$ cat config.mk
export PLATFORM = sky130hd
export DESIGN_NAME = tcw_ctrl
export DESIGN_NICKNAME = d
export VERILOG_FILES = /design/src/hdl/tcw_pkg.sv /design/src/hdl/tcw_ctrl.sv
export SDC_FILE = /design/constraint.sdc
export NUM_CORES = 1
export LEC_CHECK = 0
export ABC_AREA = 1
export BUFFER_PORTS_ARGS = -buffer_cell sky130_fd_sc_hd__buf_2
export CORE_AREA = 5 5 42 44
export DETAILED_ROUTE_END_ITERATION = 10
export DIE_AREA = 0 0 47 49
export PLACE_DENSITY = 0.39
export SLEW_MARGIN = 25
export SYNTH_ARGS = -nofsm -noshare
export SYNTH_HDL_FRONTEND = slang
export SYNTH_SLANG_ARGS = --single-unit
$ cat constraint.sdc
create_clock -name clk -period 1.12 [get_ports clk]
set_input_delay 0.168 -clock clk [delete_from_list [all_inputs] [get_ports clk]]
set_output_delay 0.168 -clock clk [all_outputs]
set_load 0.02 [all_outputs]
$ cat src/hdl/tcw_pkg.sv
// shared types and constants of the text console writer
`timescale 1ns / 1ps

package tcw_pkg;

  // operation codes
  localparam logic [1:0] OP_WRITE = 2'd0;
  localparam logic [1:0] OP_CLEAR = 2'd1;
  localparam logic [1:0] OP_READ  = 2'd2;

  // control bytes
  localparam logic [7:0] CH_CR = 8'h0d;
  localparam logic [7:0] CH_LF = 8'h0a;
  localparam logic [7:0] CH_BS = 8'h08;

  localparam logic [7:0] BLANK_CHAR     = 8'h20;
  localparam logic [7:0] ATTR_RESET_VAL = 8'h07;

  typedef enum logic [2:0] {
    ST_IDLE,
    ST_EXEC,
    ST_SWEEP,
    ST_READ,
    ST_DONE
  } state_t;

  // controller to datapath
  typedef struct packed {
    logic accept;
    logic exec;
    logic sweep;
    logic read_cap;
    logic load_out;
  } cmd_t;

  // datapath to controller
  typedef struct packed {
    logic is_read;
    logic need_sweep;
    logic sweep_last;
    logic out_free;
  } status_t;

endpackage

$ cat src/hdl/tcw_ctrl.sv
// sequencing state machine of the text console writer
`timescale 1ns / 1ps

module tcw_ctrl
  import tcw_pkg::*;
(
  input  logic    clk,
  input  logic    rst,
  input  logic    in_valid,
  output logic    in_ready,
  input  status_t status,
  output cmd_t    cmd
);

  state_t state;
  state_t state_next;

  // state register
  always_ff @(posedge clk) begin
    if (rst) begin
      state <= ST_IDLE;
    end else begin
      state <= state_next;
    end
  end

  // next state
  always_comb begin
    state_next = state;
    unique case (state)
      ST_IDLE: begin
        if (in_valid) state_next = ST_EXEC;
      end
      ST_EXEC: begin
        if (status.is_read) state_next = ST_READ;
        else if (status.need_sweep) state_next = ST_SWEEP;
        else state_next = ST_DONE;
      end
      ST_SWEEP: begin
        if (status.sweep_last) state_next = ST_DONE;
      end
      ST_READ: begin
        state_next = ST_DONE;
      end
      ST_DONE: begin
        if (status.out_free) state_next = ST_IDLE;
      end
      default: state_next = ST_IDLE;
    endcase
  end

  // outputs
  always_comb begin
    cmd      = '0;
    in_ready = 1'b0;
    unique case (state)
      ST_IDLE: begin
        in_ready   = 1'b1;
        cmd.accept = in_valid;
      end
      ST_EXEC:  cmd.exec = 1'b1;
      ST_SWEEP: cmd.sweep = 1'b1;
      ST_READ:  cmd.read_cap = 1'b1;
      ST_DONE:  cmd.load_out = status.out_free;
      default: begin
      end
    endcase
  end

endmodule

==> impl_metrics.tcl <==
set metrics [dict create \
    ys_async_sr_fraction_pct 0 \
    synth_most_common_cell "inv_1" \
    routedWlPerCell_um 8.79 \
    synth-seq-cells 3 \
    place_congestion 0.709 \
    reg.largest.list "state x3" \
    largest_register "state" \
    cp.arrival_ps 1030 \
    power.switching_mw 0.398 \
    area_delta_synth_final_pct 85.0 \
    clk_latency_ps 230 \
    cts.path.max_buffers 2 \
    via_per_inst 3.93 \
    synth_fp_nets 42 \
    rsz0062_at_grt "yes" \
    p_comb_share_pct 56.1 \
    slowest_stage "dfxtp_4" \
    ys.flop_type "dfxtp_1" \
    die_w_um 47 \
    setup_ws_ps -78.1 \
    dpl.hpwl_um 489 \
    worstPathMaxFanout 3 \
    layout-drive-gt1-share_pct 64.8 \
    yosys_warnings 0 \
    clk_pin_slew_ps 40 \
    clockRootBuffer "clkbuf_4" \
    vias 275 \
    nets 62 \
    status "complete, but fails checks" \
    synthTopCellsByArea "dfxtp_1 (27%), inv_1 (15%), nand3_2 (13%)" \
    antennaDiodeCount 0 \
    cap_violations 0 \
    synth_edf_count 0 \
    io_pins 13 \
    synth.distinct_cells 15 \
    finalCritPeriodShare_pct 107 \
    drc 0 \
    irDropWorstVdd_uv 822 \
    placementRows 14 \
    netlist_top_cells_count "inv_1 (9), nor2_1 (5), dfxtp_1 (3), nand2_1 (3), nand3_2 (3)" \
    p_int_mw 0.533 \
    final_antenna_net_count 0 \
    synth-seq-area-share_pct 26.7 \
    yosysTopAreaCell "dfxtp_1" \
    synth_area_um2 225 \
    p_clk_share_pct 19.9 \
    die_h_um 49 \
    grt_pass1_vias 270 \
    p_seq_share_pct 24.0 \
    port_buffers 12 \
    numCtsBuffers 3 \
    antenna_found_initial 0 \
    initial_core_util_pct 16.1 \
    die_area_um2 2300 \
    final_core_util_pct 29.7 \
    grt_max_degree 6 \
    slew_viol_final 0 \
    n_fill_cell 167 \
    grt_pass1_wl_um 972 \
    finalHoldViolations 0 \
    grtUsageTotal_pct 5.98 \
    cts_tree "done" \
    setup_violations 4 \
    p_leak_nw 0.211 \
    cellPowerDensity_nw_per_um2 2230 \
    largest_register_ffs 3 \
    maxSlewHeadroom_pct 87.0 \
    drt_iter0_markers 1 \
    syn_area_per_cell_um2 6.43 \
    grt.overflow.total 0 \
    worst_slew_pin_slew_ps 194 \
    core_area_um2 1400 \
    h-tree-depth 1 \
    fin_skew_ps 1.60 \
    tns_ps -265 \
    cp.required_ps 950 \
    setup.worst_path.class "reg2out" \
    clock_sinks 3 \
    fmax_mhz 835 \
    crit_path_cell_trace "inv_4 > nor2_4 > inv_2 > nor2_1 > buf_4" \
    slowest_delay_ps 380 \
    min_period_ps 1200 \
    routed_wl_um 615 \
    violations "setup timing" \
    synth_top_area_share_pct 26.7 \
    hp-class "in2reg" \
    start_kind "flip-flop" \
    holdBufCountCts 0 \
    cp-end-kind "output port" \
    dr.pass1.iters 4 \
    total_power_mw 0.930 \
    swShare_pct 42.7 \
    synth_cells 35 \
]
metal layers:
metal | wire length, µm | up-vias | share of wire [%] | track usage, %
met5 | 0 | - | 0 | 0
met4 | 0 | 0 | 0 | 6.45
met3 | 37 | 0 | 6.0 | 2.58
met2 | 299 | 10 | 49 | 7.92
met1 | 278 | 118 | 45 | 6.35
li1 | - | 147 | - | -
kinds of logic (layout without fill, tap and decap cells):
logic type      after synthesis  in the layout  share of synthesized area, %
flops                         3              3                          26.7
simple gates                 18             18                          47.2
buf+inv                      11             30                          18.3
compound gates                3              3                          7.77
worst max-delay path, delay by kind of cell, from the launching register on:
family                 cells  cell delay (ps)
DFF                        1              380
buffers and inverters      3              240
and+or+nand+nor            2              170
per-stage QoR:
| step | worst slack (ps) | std cells | hold slack (ps) | instance area, µm² |
|---|---|---|---|---|
| after floorplan | 28.5 | 35 | 237 | 231 |
| after global placement | 47.1 | 63 | 356 | 312 |
| after detailed placement | 48.5 | 63 | 357 | 312 |
| after CTS | -79.7 | 69 | 100 | 377 |
| after global routing | -133 | 70 | 115 | 417 |
| final | -78.1 | 70 | 109 | 417 |
area by class of cell:
| cell class | instances | area, µm² | share of cell area, % |
|---|---|---|---|
| Inverter | 11 | 48.8 | 11.7 |
| Multi-Input combinational cell | 21 | 145 | 34.8 |
| Clock buffer | 4 | 26.3 | 6.31 |
| Timing Repair Buffer | 15 | 105 | 25.2 |
| Sequential cell | 3 | 71.3 | 17.1 |
| Tap cell | 16 | 20.0 | 4.80 |
worst paths after layout:
check            from       end  slack, ps  cells after the start
min reg2reg  state[2]  state[1]        610                      3
min               rst  state[1]        110                      2
max          state[1]    cmd[2]        -80                      5
max reg2reg  state[1]  state[2]        140                      7
cells in the final DEF (no fill, tap or decap):
cell type | netlist | final
inv_4 | 0 | 1
clkbuf_1 | 0 | 1
nand2_1 | 3 | 2
inv_6 | 0 | 1
nor4_2 | 0 | 1
a21oi_1 | 1 | 1
buf_6 | 0 | 2
nor3_1 | 1 | 1
clkbuf_4 | 0 | 3
nand2_2 | 0 | 1
o21ai_1 | 1 | 1
nand3b_1 | 1 | 1
inv_1 | 9 | 6
nor2_4 | 1 | 2
inv_2 | 2 | 3
buf_4 | 0 | 7
nand3_1 | 2 | 1
nor2_2 | 1 | 1
dfxtp_4 | 0 | 3
nor2_1 | 5 | 4
nand3_2 | 3 | 4
buf_2 | 0 | 6
o211ai_1 | 1 | 1
what timing repair did:
| action | 4_1_cts | 5_1_grt |
|---|---|---|
| buffers inserted | 2 | 1 |
| endpoints found under the setup margin | 6 | 6 |
| pin swaps | 2 | 0 |
| resized for setup | 12 | 12 |
power by group through the flow:
stage / logic, mW / clock network (mW) / registers (mW)
2_1_floorplan: 0.279 / 0 / 0.177
3_3_place_gp: 0.379 / 0 / 0.190
3_5_place_dp: 0.379 / 0 / 0.189
4_1_cts: 0.452 / 0.197 / 0.201
5_1_grt: 0.574 / 0.207 / 0.225
6_report: 0.522 / 0.185 / 0.223
No activity file was read; power rests on OpenSTA's default activity.
